## config.mk

```make
export PLATFORM = sky130hd
export DESIGN_NAME = lcrpc_ctl
export DESIGN_NICKNAME = d
export VERILOG_FILES = /design/src/hw/rtl/lcrpc_pkg.sv /design/src/hw/rtl/lcrpc_ctl.sv
export VERILOG_INCLUDE_DIRS = /design/src /design/src/hw/rtl
export SDC_FILE = /design/constraint.sdc
export NUM_CORES = 1
export LEC_CHECK = 0
export ABC_CLOCK_PERIOD_IN_PS = 3750
export BUFFER_PORTS_ARGS = -buffer_cell sky130_fd_sc_hd__buf_4
export CAP_MARGIN = 15
export CORE_ASPECT_RATIO = 2
export CORE_UTILIZATION = 41
export CTS_BUF_LIST = sky130_fd_sc_hd__clkbuf_8
export CTS_CLUSTER_DIAMETER = 100
export CTS_CLUSTER_SIZE = 28
export DETAILED_ROUTE_END_ITERATION = 10
export PLACE_DENSITY = 0.71
export SLEW_MARGIN = 15
export SYNTH_ARGS = -nofsm -noshare
export SYNTH_HDL_FRONTEND = slang
export SYNTH_SLANG_ARGS = --single-unit
```

## constraint.sdc

```tcl
create_clock -name clk -period 3.75 [get_ports clk]
set_input_delay 0.75 -clock clk [delete_from_list [all_inputs] [get_ports clk]]
set_output_delay 0.75 -clock clk [all_outputs]
set_load 0.005 [all_outputs]
```

## src/hw/rtl/loop_clip_record_play_crossfade_unit_macros.svh

```systemverilog
// Assertion macros shared by the looper clip RTL.
`ifndef LOOP_CLIP_RECORD_PLAY_CROSSFADE_UNIT_MACROS_SVH
`define LOOP_CLIP_RECORD_PLAY_CROSSFADE_UNIT_MACROS_SVH
`ifndef SYNTHESIS
`define LCRPC_ASSERT_IMP(lbl, ante, cons, msg) \
  lbl: assert property (@(posedge clk) disable iff (!rst_n) (ante) |-> (cons)) else $error(msg);
`define LCRPC_ASSERT_NXT(lbl, ante, cons, msg) \
  lbl: assert property (@(posedge clk) disable iff (!rst_n) (ante) |=> (cons)) else $error(msg);
`else
`define LCRPC_ASSERT_IMP(lbl, ante, cons, msg)
`define LCRPC_ASSERT_NXT(lbl, ante, cons, msg)
`endif
`endif

```

## src/hw/rtl/lcrpc_pkg.sv

```systemverilog
// Types and constants of the looper clip.
package lcrpc_pkg;

  localparam int POS_W    = 11;
  localparam int LIM_W    = 12;
  localparam int CAP_W    = 11;
  localparam int FLAG_W   = 6;
  localparam int SAMPLE_W = 16;
  localparam logic [CAP_W-1:0] CAP_RESET = 11'd1024;

  localparam int F_REC_IN    = 0;
  localparam int F_REC_MAIN  = 1;
  localparam int F_REC_END   = 2;
  localparam int F_RECORDED  = 3;
  localparam int F_PLAY_MAIN = 4;
  localparam int F_PLAY_END  = 5;

  typedef enum logic [2:0] {
    OP_SAMPLE = 3'd0,
    OP_STOP   = 3'd1,
    OP_PLAY   = 3'd2,
    OP_RECORD = 3'd3,
    OP_ABORT  = 3'd4
  } op_t;

  typedef struct packed {
    logic [2:0]                 op;
    logic signed [SAMPLE_W-1:0] in_sample;
    logic signed [SAMPLE_W-1:0] mix_in;
  } in_item_t;

  typedef struct packed {
    logic signed [SAMPLE_W-1:0] out_sample;
    logic [FLAG_W-1:0]          clip_flags;
    logic                       overflow;
    logic                       block_end;
  } out_item_t;

  typedef struct packed {
    logic              wr_en;
    logic              main_en;
    logic              fade_en;
    logic              fwd_main;
    logic              fwd_fade;
    logic [FLAG_W-1:0] flags;
    logic              overflow;
    logic              block_end;
  } ctl_info_t;

  typedef struct packed {
    logic signed [SAMPLE_W-1:0] mix;
    logic                       neg_main;
    logic                       neg_fade;
    logic [FLAG_W-1:0]          flags;
    logic                       overflow;
    logic                       block_end;
  } pipe_tag_t;

endpackage

```

## src/hw/rtl/lcrpc_ctl.sv

```systemverilog
// Clip control: flags, block counters, addresses and gains for each item.
`include "loop_clip_record_play_crossfade_unit_macros.svh"
module lcrpc_ctl
  import lcrpc_pkg::*;
#(
  parameter int CROSSFADE     = 4,
  parameter int BLOCK_SAMPLES = 128,
  parameter int CHANNELS      = 2,
  parameter int MAX_BLOCKS    = 1024
) (
  input  logic                   clk,
  input  logic                   rst_n,
  input  logic                   accept,
  input  in_item_t               item,
  input  logic                   cfg_valid,
  input  logic [CAP_W-1:0]       cfg_data,
  output logic [$clog2(MAX_BLOCKS*CHANNELS*BLOCK_SAMPLES)-1:0] wr_addr,
  output logic [$clog2(MAX_BLOCKS*CHANNELS*BLOCK_SAMPLES)-1:0] rd_main_addr,
  output logic [$clog2(MAX_BLOCKS*CHANNELS*BLOCK_SAMPLES)-1:0] rd_fade_addr,
  output logic [$clog2(CROSSFADE*BLOCK_SAMPLES+1)-1:0]         gain_main,
  output logic [$clog2(CROSSFADE*BLOCK_SAMPLES+1)-1:0]         gain_fade,
  output ctl_info_t              info
);

  localparam int D         = CROSSFADE * BLOCK_SAMPLES;
  localparam int GW        = $clog2(D + 1);
  localparam int MEM_WORDS = MAX_BLOCKS * CHANNELS * BLOCK_SAMPLES;
  localparam int AW        = $clog2(MEM_WORDS);
  localparam int SIW       = (BLOCK_SAMPLES > 1) ? $clog2(BLOCK_SAMPLES) : 1;
  localparam int CIW       = (CHANNELS > 1) ? $clog2(CHANNELS) : 1;
  localparam int FOW       = $clog2(CROSSFADE + 1);
  localparam int MBW       = $clog2(MAX_BLOCKS + 1);
  localparam int BW        = (LIM_W > MBW) ? LIM_W : MBW;
  localparam int FAW       = BW + $clog2(CHANNELS * BLOCK_SAMPLES) + 1;
  localparam int CH_RECIP  = ((1 << 16) + CHANNELS - 1) / CHANNELS;

  logic [CAP_W-1:0]  cap_r;
  logic [FLAG_W-1:0] flags_r, flags_nxt;
  logic [POS_W-1:0]  rpos_r, rpos_nxt;
  logic [POS_W-1:0]  ppos_r, ppos_nxt;
  logic [POS_W-1:0]  fstart_r, fstart_nxt;
  logic [FOW-1:0]    foff_r, foff_nxt;
  logic [POS_W-1:0]  llen_r, llen_nxt;
  logic [LIM_W-1:0]  lim_r, lim_nxt;
  logic [SIW-1:0]    sidx_r, sidx_nxt;
  logic [CIW-1:0]    cidx_r, cidx_nxt;

  logic             rec_any, dropped, s_last, c_last, bend;
  logic [FAW-1:0]   wr_full, rdm_full, rdf_full;
  logic [LIM_W-1:0] fblk;
  logic [CAP_W+16:0] cap_prod;
  logic [16:0]      blk17;

  function automatic logic [FAW-1:0] addr_of(input logic [LIM_W-1:0] blk,
                                             input logic [CIW-1:0] ch,
                                             input logic [SIW-1:0] si);
    addr_of = (FAW'(blk) * FAW'(CHANNELS) + FAW'(ch)) * FAW'(BLOCK_SAMPLES) + FAW'(si);
  endfunction

  assign rec_any  = |flags_r[F_REC_END:F_REC_IN];
  assign dropped  = (flags_r[F_REC_IN] | flags_r[F_REC_MAIN]) && ({1'b0, rpos_r} >= lim_r);
  assign fblk     = LIM_W'(fstart_r) + LIM_W'(foff_r);
  assign wr_full  = addr_of(LIM_W'(rpos_r), cidx_r, sidx_r);
  assign rdm_full = addr_of(LIM_W'(ppos_r), cidx_r, sidx_r);
  assign rdf_full = addr_of(fblk, cidx_r, sidx_r);
  assign wr_addr      = wr_full[AW-1:0];
  assign rd_main_addr = rdm_full[AW-1:0];
  assign rd_fade_addr = rdf_full[AW-1:0];

  assign gain_main = (ppos_r < POS_W'(CROSSFADE))
                   ? GW'(ppos_r) * GW'(BLOCK_SAMPLES) + GW'(sidx_r) : GW'(D);
  assign gain_fade = (GW'(CROSSFADE) - GW'(foff_r)) * GW'(BLOCK_SAMPLES) - GW'(sidx_r);

  assign s_last = (sidx_r == SIW'(BLOCK_SAMPLES - 1));
  assign c_last = (cidx_r == CIW'(CHANNELS - 1));
  assign bend   = s_last && c_last;

  assign cap_prod = (CAP_W+17)'(cap_r) * (CAP_W+17)'(CH_RECIP);

  always_comb begin
    info.wr_en     = rec_any && !dropped && (wr_full < FAW'(MEM_WORDS));
    info.main_en   = flags_r[F_PLAY_MAIN] && (rdm_full < FAW'(MEM_WORDS));
    info.fade_en   = flags_r[F_PLAY_END] && (rdf_full < FAW'(MEM_WORDS));
    info.fwd_main  = info.wr_en && info.main_en && (wr_addr == rd_main_addr);
    info.fwd_fade  = info.wr_en && info.fade_en && (wr_addr == rd_fade_addr);
    info.flags     = flags_nxt;
    info.overflow  = rec_any && dropped;
    info.block_end = bend;
  end

  always_comb begin
    flags_nxt  = flags_r;
    rpos_nxt   = rpos_r;
    ppos_nxt   = ppos_r;
    fstart_nxt = fstart_r;
    foff_nxt   = foff_r;
    llen_nxt   = llen_r;
    lim_nxt    = lim_r;
    sidx_nxt   = sidx_r;
    cidx_nxt   = cidx_r;
    blk17      = 17'(cap_prod[CAP_W+15:16]);
    if (blk17 > 17'(MAX_BLOCKS)) begin
      blk17 = 17'(MAX_BLOCKS);
    end
    if (accept) begin
      unique case (item.op)
        OP_SAMPLE: begin
          sidx_nxt = s_last ? '0 : sidx_r + 1'b1;
          cidx_nxt = s_last ? (c_last ? '0 : cidx_r + 1'b1) : cidx_r;
          if (bend) begin
            if (rec_any && !dropped) begin
              rpos_nxt = rpos_r + 1'b1;
              if (flags_nxt[F_REC_IN] && rpos_nxt >= POS_W'(CROSSFADE)) begin
                flags_nxt[F_REC_IN]   = 1'b0;
                flags_nxt[F_REC_MAIN] = 1'b1;
              end else if (flags_nxt[F_REC_END] &&
                           {1'b0, rpos_nxt} == LIM_W'(llen_r) + LIM_W'(CROSSFADE)) begin
                flags_nxt[F_REC_END]  = 1'b0;
                flags_nxt[F_RECORDED] = 1'b1;
              end
            end
            if (flags_nxt[F_PLAY_END]) begin
              foff_nxt = foff_r + 1'b1;
              if (foff_nxt == FOW'(CROSSFADE)) begin
                flags_nxt[F_PLAY_END] = 1'b0;
                fstart_nxt = '0;
                foff_nxt   = '0;
              end
            end
            if (flags_nxt[F_PLAY_MAIN]) begin
              ppos_nxt = ppos_r + 1'b1;
              if (ppos_nxt == llen_r) begin
                flags_nxt[F_PLAY_END] = 1'b1;
                fstart_nxt = ppos_nxt;
                foff_nxt   = '0;
                ppos_nxt   = '0;
              end
            end
          end
        end
        OP_STOP: begin
          if (flags_r[F_REC_MAIN]) begin
            llen_nxt = rpos_r;
            lim_nxt  = LIM_W'(rpos_r) + LIM_W'(CROSSFADE);
            flags_nxt[F_REC_MAIN] = 1'b0;
            flags_nxt[F_REC_END]  = 1'b1;
          end else if (flags_r[F_PLAY_MAIN]) begin
            if (ppos_r != '0) begin
              fstart_nxt = ppos_r;
            end
            flags_nxt[F_PLAY_MAIN] = 1'b0;
            flags_nxt[F_PLAY_END]  = 1'b1;
            foff_nxt = '0;
            ppos_nxt = '0;
          end
        end
        OP_PLAY: begin
          if (flags_r[F_REC_MAIN]) begin
            llen_nxt = rpos_r;
            lim_nxt  = LIM_W'(rpos_r) + LIM_W'(CROSSFADE);
            flags_nxt[F_REC_MAIN] = 1'b0;
            flags_nxt[F_REC_END]  = 1'b1;
          end
          ppos_nxt   = '0;
          fstart_nxt = '0;
          foff_nxt   = '0;
          flags_nxt[F_PLAY_MAIN] = 1'b1;
        end
        OP_RECORD: begin
          ppos_nxt   = '0;
          rpos_nxt   = '0;
          fstart_nxt = '0;
          foff_nxt   = '0;
          llen_nxt   = '0;
          lim_nxt    = (blk17 > 17'(CROSSFADE)) ? LIM_W'(blk17 - 17'(CROSSFADE)) : '0;
          flags_nxt[F_REC_IN] = 1'b1;
        end
        OP_ABORT: begin
          ppos_nxt   = '0;
          fstart_nxt = '0;
          foff_nxt   = '0;
          if (rec_any) begin
            flags_nxt = '0;
            rpos_nxt  = '0;
            llen_nxt  = '0;
            lim_nxt   = '0;
          end else begin
            flags_nxt[F_RECORDED] = 1'b1;
          end
        end
        default: begin
        end
      endcase
    end
  end

  always_ff @(posedge clk) begin
    if (!rst_n) begin
      cap_r    <= CAP_RESET;
      flags_r  <= '0;
      rpos_r   <= '0;
      ppos_r   <= '0;
      fstart_r <= '0;
      foff_r   <= '0;
      llen_r   <= '0;
      lim_r    <= '0;
      sidx_r   <= '0;
      cidx_r   <= '0;
    end else begin
      if (cfg_valid) begin
        cap_r <= cfg_data;
      end
      flags_r  <= flags_nxt;
      rpos_r   <= rpos_nxt;
      ppos_r   <= ppos_nxt;
      fstart_r <= fstart_nxt;
      foff_r   <= foff_nxt;
      llen_r   <= llen_nxt;
      lim_r    <= lim_nxt;
      sidx_r   <= sidx_nxt;
      cidx_r   <= cidx_nxt;
    end
  end

  `LCRPC_ASSERT_NXT(a_abort_clears, accept && item.op == OP_ABORT && rec_any, flags_r == '0 && rpos_r == '0, "abort while recording did not clear the clip")
  `LCRPC_ASSERT_IMP(a_fade_off_range, flags_r[F_PLAY_END], foff_r < FOW'(CROSSFADE), "fade offset out of range")
  `LCRPC_ASSERT_IMP(a_fwd_needs_write, info.fwd_main || info.fwd_fade, rec_any && !dropped, "forward without a recorded sample")

endmodule

```

* Word level (Yosys, flattened, before mapping)
Index checks and enable logic that the tools add are counted.
** Storage, ports and cells
- Bits in registers :: 84
- Output and inout bits :: 87
** Cells by class
- $add $sub $neg :: 18
- Order comparisons :: 8
- Equal/unequal tests :: 18
- Muxes and demuxes :: 59
- Bitwise logic cells :: 1
- Reductions and logical operators :: 29
** Operators with widths (count)
- 11-bit 2-to-1 mux :: 18
- 11-bit one-hot mux with 3 select lines :: 4
- 21-bit by 19-bit < comparator with 1-bit output, second input constant :: 3
- 20-bit by 7-bit adder with 21-bit output :: 2
- 18-bit equality test :: 2
- 12-bit 2-to-1 mux :: 3
- 12-bit one-hot mux with 3 select lines :: 1
- 12-bit by 1-bit adder with 13-bit output :: 2
- 11-bit by 3-bit adder with 12-bit output, second input constant :: 2
- 3-bit 2-to-1 mux :: 8
- 11-bit by 1-bit adder with 11-bit output, second input constant :: 2
- 21-bit by 7-bit adder with 21-bit output :: 1
- 13-bit by 1-bit adder with 14-bit output :: 1
- 2-bit 2-to-1 mux :: 7
- 2-bit inequality test, second input constant :: 7
- 1-bit logical AND :: 13
- 11-bit by 3-bit adder with 12-bit output :: 1
- 11-bit by 12-bit equality test with 1-bit output :: 1
- 11-bit by 12-bit >= comparator with 1-bit output :: 1
- 6-bit AND reduction :: 2
- 11-bit by 3-bit subtractor with 12-bit output, second input constant :: 1
- 11-bit equality test :: 1
- 11-bit by 3-bit >= comparator with 1-bit output, second input constant :: 1
- 10-bit by 11-bit greater-than comparator with 1-bit output, second input constant :: 1
- other kinds (33) :: 48

* Depth between registers and ports, before layout
Gate-level depths: netlist of the first run.
- Depth after elaboration :: 9
- Depth in mapped cells :: 11
- Depth with buffers taken out :: 9

* Worst setup path after synthesis of the first run
OpenSTA, ideal clock, no wires.
- Kind :: reg2out
- From :: register rpos_r[1]
- To :: output info[5] in the netlist's numbering
- Arrival time :: 2.587 ns
- Setup slack :: 0.413 ns
- Stages on the path, launching flop included :: 9
- Buffers on the path :: 1
- Cells stage by stage :: dfxtp_1 buf_2 nand2_1 o31a_1 or4_1 a2111oi_2 nand4_1 o41a_1 nor3_1
** RTL lines
- start: declaration :: line lcrpc_ctl.sv:39 : logic [POS_W-1:0] rpos_r, rpos_nxt;
- start signal: assignment :: line lcrpc_ctl.sv:214 : rpos_r <= rpos_nxt;
- end: declaration :: line lcrpc_ctl.sv:22 : output ctl_info_t info

==> results of run 1 <==
==> worst paths after layout <==
path,end,slack (ps),start,depth (start not counted)
worst max-delay path,info[5],-60,rpos_r[2]$_SDFFE_PN0P_,9
worst min-delay path,lim_r[9]$_SDFFE_PN0P_,470,lim_r[9]$_SDFFE_PN0P_,2
worst min register to register,lim_r[9]$_SDFFE_PN0P_,470,lim_r[9]$_SDFFE_PN0P_,2
worst max register to register,ppos_r[2]$_SDFFE_PN0P_,510,ppos_r[0]$_SDFFE_PN0P_,9
==> state kept, by name, summed over array words and instances (netlist names) <==
| signal | cells |
|---|---|
| lim_r | 12 |
| fstart_r | 11 |
| llen_r | 11 |
| ppos_r | 11 |
| rpos_r | 11 |
| cap_r | 10 |
| sidx_r | 7 |
| flags_r | 6 |
| foff_r | 3 |
| c_last | 1 |
==> worst min-delay path: cells and delay by family, from the launching register on <==
kind | cells | cell delay, ps
buffers and inverters | 1 | 60
DFF | 1 | 310
AOI/OAI and AO/OA | 1 | 60
==> final cells by class <==
type	instances	area, µm²
clock buffers	12	165
repair buffers	171	1290
flip-flops and latches	83	1670
well taps	201	251
inverters	38	143
fillers	1595	7800
multi-input cells	648	4400
clock inverters	4	56.3
==> stage by stage <==
stage	util, %	setup TNS, ps	instances	hold WS [ps]
5_1_grt	50.6	-262	1157	499
6_report	50.6	-56.0	1157	474
3_3_place_gp	47.7	0	1134	442
4_1_cts	49.7	0	1154	477
3_5_place_dp	47.7	0	1134	465
2_1_floorplan	-	0	871	432
==> power by group <==
group	leakage (nW)	switching [W]	internal, W
combinational	2.49	0.000142	0.0000946
sequential	0.676	0.0000136	0.000895
clock	0.113	0.000360	0.000368
==> cell usage in the layout, fill, tap and decap left out, types with 7 or more instances in the layout <==
cell type	n
a2111oi_0	7
a211oi_1	8
a21oi_1	48
a31oi_1	8
and2_1	9
and3_1	10
buf_4	169
clkbuf_8	12
dfxtp_1	75
dfxtp_2	8
ha_1	26
inv_1	36
mux2i_1	14
nand2_1	74
nand2b_1	9
nand3_1	49
nand4_1	19
nor2_1	72
nor2b_1	7
nor3_1	17
nor4_1	10
o21ai_0	33
o221ai_1	7
o22ai_1	15
or3_1	9
xnor2_1	57
xor2_1	37
==> repair_timing <==
action                                  in CTS  in global routing
hold buffers                                 0                  0
buffers inserted                             4                  3
endpoints found under the setup margin       3                  6
resized for setup                           19                 18
pin swaps                                    7                 11
==> layer usage <==
layer	wire (µm)	GRT usage, %
met1	7710	25.7
met2	11800	49.4
met4	1310	16.4
met5	0	0
met3	1020	2.64
==> cell families after synthesis <==
kind of cell | after synthesis | synth area share, %
flops | 83 | 25.2
xor+xnor | 98 | 13.4
buf+inv | 140 | 10.5
fa+ha+maj | 29 | 5.61
simple gates | 325 | 24.7
mux | 14 | 2.12
compound gates | 182 | 18.4
==> results_dict.tcl, run 1 <==
set metrics [dict create \
    crit_slowest_cell "or4_4" \
    synth_ff_type "dfxtp_1" \
    synth_edf_count 0 \
    fin_ws_ps -56.0 \
    synth_area_leader_cell "dfxtp_1" \
    dp_hpwl_mm 16.3 \
    netlist_top_cells_count "dfxtp_1 (83), nand2_1 (76), nor2_1 (73)" \
    pin_count 137 \
    diodes 0 \
    grt_pass1_vias 6569 \
    initial_core_util_pct 41.8 \
    dr.pass1.iters 5 \
    synth_nets 950 \
    drv_cap 0 \
    place_ws_ps 182 \
    viasPerCell 5.88 \
    die_area_um2 16600 \
    power.leakage_nw 3.28 \
    power_w 0.00187 \
    root_buffer "clkbuf_8" \
    wl_per_cell_um 18.9 \
    vdd_ir_drop_max_uv 190 \
    wl_mm 21.9 \
    rsz0062_at_grt "true" \
    avgSynthCellArea_um2 7.57 \
    async_flop_share_pct 0 \
    cts_buffers 9 \
    htreeDepth 3 \
    syn_inst 871 \
    num-nets-final 1030 \
    syn-cell-area_um2 6600 \
    yosysUniqueCellTypes 75 \
    grt_pass1_wl_mm 33.5 \
    violations "negative setup slack" \
    die_y_um 181 \
    slew_violations 0 \
    yosysTopAreaCellShare_pct 25.2 \
    critPathRequiredTime_ps 3000 \
    synth.top_cells.by_area "dfxtp_1 (25%), xnor2_1 (7.6%), ha_1 (5.3%)" \
    hold_class "reg -> reg" \
    period_minus_slack_ps 3810 \
    setup_viol 1 \
    antenna_found_initial 0 \
    status "complete, but fails checks" \
    endpoint_kind "output pin" \
    ys_seq_area_share_pct 25.2 \
    ys_ff_latch 83 \
    clk_pin_slew_ps 90 \
    worst_slew_pin_slew_ps 880 \
    area_growth_pct 20.9 \
    drtAntennaViolNets 0 \
    drtIter0Drc 386 \
    cts.path.max_buffers 2 \
    synth_most_common_cell "dfxtp_1" \
    slowest_delay_ps 550 \
    start_kind "register" \
    rows 65 \
    fin_area_um2 7980 \
    critPathKind "reg -> out" \
    place_area_um2 7530 \
    fmax_mhz 263 \
    skew_ps 10.8 \
    cts_tree "done" \
    clock_latency_ps 360 \
    crit_family "compound AO/OA/AOI/OAI gates" \
    critPathMaxFanout 2 \
    drc 0 \
    grt-ovfl-total 0 \
    crit_path_cell_trace "nand2_2 > o31a_1 > or4_4 > a2111oi_4 > nand4_1 > o41a_1 > nor3_2 > buf_4 > buf_6" \
    slew_headroom_pct 41.0 \
    clkSinkCount 83 \
    yosysWarnings 0 \
    gp_congestion 0.973 \
    arrival_ps 3060 \
    core_um2 15800 \
    grt_use_total_pct 25.7 \
    powerDensity_nw_per_um2 235 \
    grt_max_degree 52 \
    finalHoldViolCount 0 \
    portBuffers 103 \
    drive_above_1_share_pct 24.1 \
    die_w_um 91.7 \
    vias 6803 \
    worst-path-buf-inv 2 \
    fin_crit_sh_pct 101 \
]
Power figures use the tool's default switching activity.
==> run 2, diff against run 1 <==
--- a/config.mk
+++ b/config.mk
@@ -6,6 +6,7 @@
 export SDC_FILE = /design/constraint.sdc
 export NUM_CORES = 1
 export LEC_CHECK = 0
+export ABC_AREA = 1
 export ABC_CLOCK_PERIOD_IN_PS = 3750
 export BUFFER_PORTS_ARGS = -buffer_cell sky130_fd_sc_hd__buf_4
 export CAP_MARGIN = 15
@@ -15,7 +16,8 @@
 export CTS_CLUSTER_DIAMETER = 100
 export CTS_CLUSTER_SIZE = 28
 export DETAILED_ROUTE_END_ITERATION = 10
-export PLACE_DENSITY = 0.71
+export PLACE_DENSITY = 0.7
+export SETUP_SLACK_MARGIN = 0.3
 export SLEW_MARGIN = 15
 export SYNTH_ARGS = -nofsm -noshare
 export SYNTH_HDL_FRONTEND = slang
==> run 2 against run 1 <==
Net effect:
- the run now ends clean
- sequential power increased by 9.6%
- synthesized area increased by 2.4%
- final cell count increased by 16%
- critical path type unchanged
- largest power group unchanged
- highest routed layer unchanged
==> results_dict.tcl, run 2 <==
set metrics [dict create \
    drtAntennaViolNets 0 \
    dp_hpwl_mm 17.4 \
    drc 0 \
    grt-ovfl-total 0 \
    setup_viol 0 \
    num-nets-final 1216 \
    status "complete, no violations" \
    power.leakage_nw 3.66 \
    drtIter0Drc 450 \
    p_int_w 0.00147 \
    vdd_ir_drop_max_uv 210 \
    worst_slew_pin_slew_ps 949 \
    arrival_ps 2740 \
    vias 7391 \
    crit_slowest_cell "fa_2" \
    critPathMaxFanout 4 \
    endpoint_kind "output pin" \
    cts_tree "done" \
    synth_ff_type "dfxtp_1" \
    diodes 0 \
    netlist_top_cells_count "nand2_1 (250), inv_1 (125), nor2_1 (101)" \
    synth.top_cells.by_area "dfxtp_1 (25%), nand2_1 (14%), inv_1 (6.9%)" \
    ys_ff_latch 83 \
    holdBufCountCts 0 \
    grt_use_total_pct 27.5 \
    slew_violations 0 \
    portBuffers 103 \
    synth_most_common_cell "nand2_1" \
    drive_above_1_share_pct 20.9 \
    rrSetupSlack_ps 1100 \
    switchingPower_w 0.000801 \
    final_common_cell "nand2_1" \
    avgSynthCellArea_um2 6.30 \
    slew_headroom_pct 36.7 \
    fin_crit_sh_pct 93.1 \
    wl_per_cell_um 16.8 \
    fin_hold_ws_ps 474 \
    clockPowerShare_pct 28.9 \
    syn-cell-area_um2 6760 \
    area_growth_pct 16.4 \
    rows 66 \
    root_buffer "clkbuf_8" \
    yosysWarnings 0 \
    cts_buffers 9 \
    critPathKind "reg -> out" \
    power_frac_seq_pct 43.8 \
    whs_path_depth 2 \
    gp_congestion 0.973 \
    ys_seq_area_share_pct 24.6 \
    swShare_pct 35.3 \
    crit_family "simple AND/OR/NAND/NOR gates" \
    cts.path.max_buffers 2 \
    pin_count 137 \
    critPathRequiredTime_ps 3000 \
    finalHoldViolCount 0 \
    n_fill_cell 1755 \
    crit_path_cell_trace "ha_4 > fa_2 > buf_4 > xor2_2 > nor2_2 > nor3_2 > nand3_1 > a21oi_2 > nand3_1 > nor2_1 > nand4_1 > nor2_1 > buf_4" \
    worst-path-buf-inv 2 \
    core_um2 16200 \
    syn_inst 1072 \
    synth_nets 1151 \
    yosysUniqueCellTypes 48 \
    grt_max_degree 46 \
    period_minus_slack_ps 3490 \
    initial_core_util_pct 41.7 \
    viasPerCell 5.50 \
    async_flop_share_pct 0 \
    skew_ps 15.9 \
    htreeDepth 3 \
    drv_cap 0 \
    synth_area_leader_cell "dfxtp_1" \
    grt_pass1_vias 7277 \
    dr.pass1.iters 5 \
    clk_pin_slew_ps 90 \
    die_y_um 184 \
    final_cell_mix "nand2_1 (245), buf_4 (133), inv_1 (124)" \
    slowest_delay_ps 390 \
    hold_class "reg -> reg" \
    yosysTopAreaCellShare_pct 24.6 \
    tns_ps 0 \
    grt_pass1_wl_mm 36.1 \
    rsz0062_at_grt "true" \
    fmax_mhz 286 \
    wl_mm 22.6 \
    die_w_um 92.8 \
    powerDensity_nw_per_um2 289 \
    r2r_cells 12 \
    clkSinkCount 83 \
    largest_register "lim_r" \
    start_kind "register" \
    antenna_found_initial 0 \
    comb_power_share_pct 27.3 \
    synth_edf_count 0 \
    die_area_um2 17000 \
    clock_latency_ps 400 \
    largest_reg_flops 12 \
    worst-path-stages 13 \
]
## run 2: worst reg2reg max path, cell delays in order (launching register included)
cell and delay, ps:
dfxtp_4 430, clkinvlp_4 140, ha_1 290, nand2_1 40, nor2_1 230, nand3_1 110
nand4_1 120, nand2_1 140, nand3_1 150, nand2_1 80, nand2_1 490, o21ai_0 160
a21oi_1 190
## run 2: cells by family (layout without fill, tap and decap cells)
| group | count (synthesis) | after routing | synth area share (%) |
|---|---|---|---|
| flops | 83 | 83 | 24.6 |
| buf+inv | 210 | 279 | 14.6 |
| compound gates | 193 | 193 | 16.1 |
| fa+ha+maj | 29 | 29 | 5.48 |
| simple gates | 529 | 529 | 35.5 |
| xor+xnor | 28 | 28 | 3.83 |
## run 2: final timing paths
path                          startpoint                     end
setup / recovery  foff_r[0]$_SDFFE_PN0P_                 info[8]
hold / removal    lim_r[10]$_SDFFE_PN0P_  lim_r[10]$_SDFFE_PN0P_
setup reg to reg  rpos_r[0]$_SDFFE_PN0P_  rpos_r[6]$_SDFFE_PN0P_
hold reg to reg   lim_r[10]$_SDFFE_PN0P_  lim_r[10]$_SDFFE_PN0P_
## run 2: cell type report
cell class                      instances  area [µm²]  area share (%)
Inverter                              131         499            6.35
Tap cell                              204         255            3.25
Clock buffer                            9         124            1.57
Clock inverter                          6        58.8           0.748
Multi-Input combinational cell        779        4230            53.8
Sequential cell                        83        1700            21.6
Timing Repair Buffer                  133         998            12.7
## run 2: metrics by stage
| stage | power [W] | worst slack (ps) | utilization [%] | std cells | cell area [µm²] |
|---|---|---|---|---|---|
| after CTS | 0.00225 | 279 | 47.3 | 1335 | 7660 |
| after detailed placement | 0.00160 | 554 | 46.0 | 1320 | 7440 |
| after floorplan | 0.00139 | 1010 | - | 1072 | 6760 |
| final | 0.00227 | 260 | 48.6 | 1345 | 7870 |
| after global placement | 0.00159 | 543 | 46.0 | 1320 | 7440 |
| after global routing | 0.00239 | 113 | 48.6 | 1345 | 7870 |
## run 2: power by group through the flow
stage                     Sequential, W  Clock [W]  Combinational [W]
after CTS                      0.000991   0.000661           0.000597
after detailed placement        0.00101          0           0.000591
after global routing            0.00100   0.000700           0.000692
final                          0.000995   0.000657           0.000620
after global placement          0.00101          0           0.000584
after floorplan                0.000985          0           0.000405
## run 2: repair_timing
item	CTS	global route
endpoints found under the setup margin	6	7
endpoints found under the hold margin	0	0
cloned	0	0
pin swaps	0	10
buffers inserted	0	10
gates resized for setup	15	42
## run 2: routing by layer
layer | up-vias | wire [µm] | global-route usage, % | share of wire [%]
met4 | 0 | 1800 | 23.2 | 7.9
met5 | - | 0 | 0 | 0
met3 | 108 | 1270 | 5.09 | 5.6
met1 | 3383 | 7540 | 25.9 | 33
li1 | 3603 | - | - | -
met2 | 297 | 12000 | 49.9 | 53
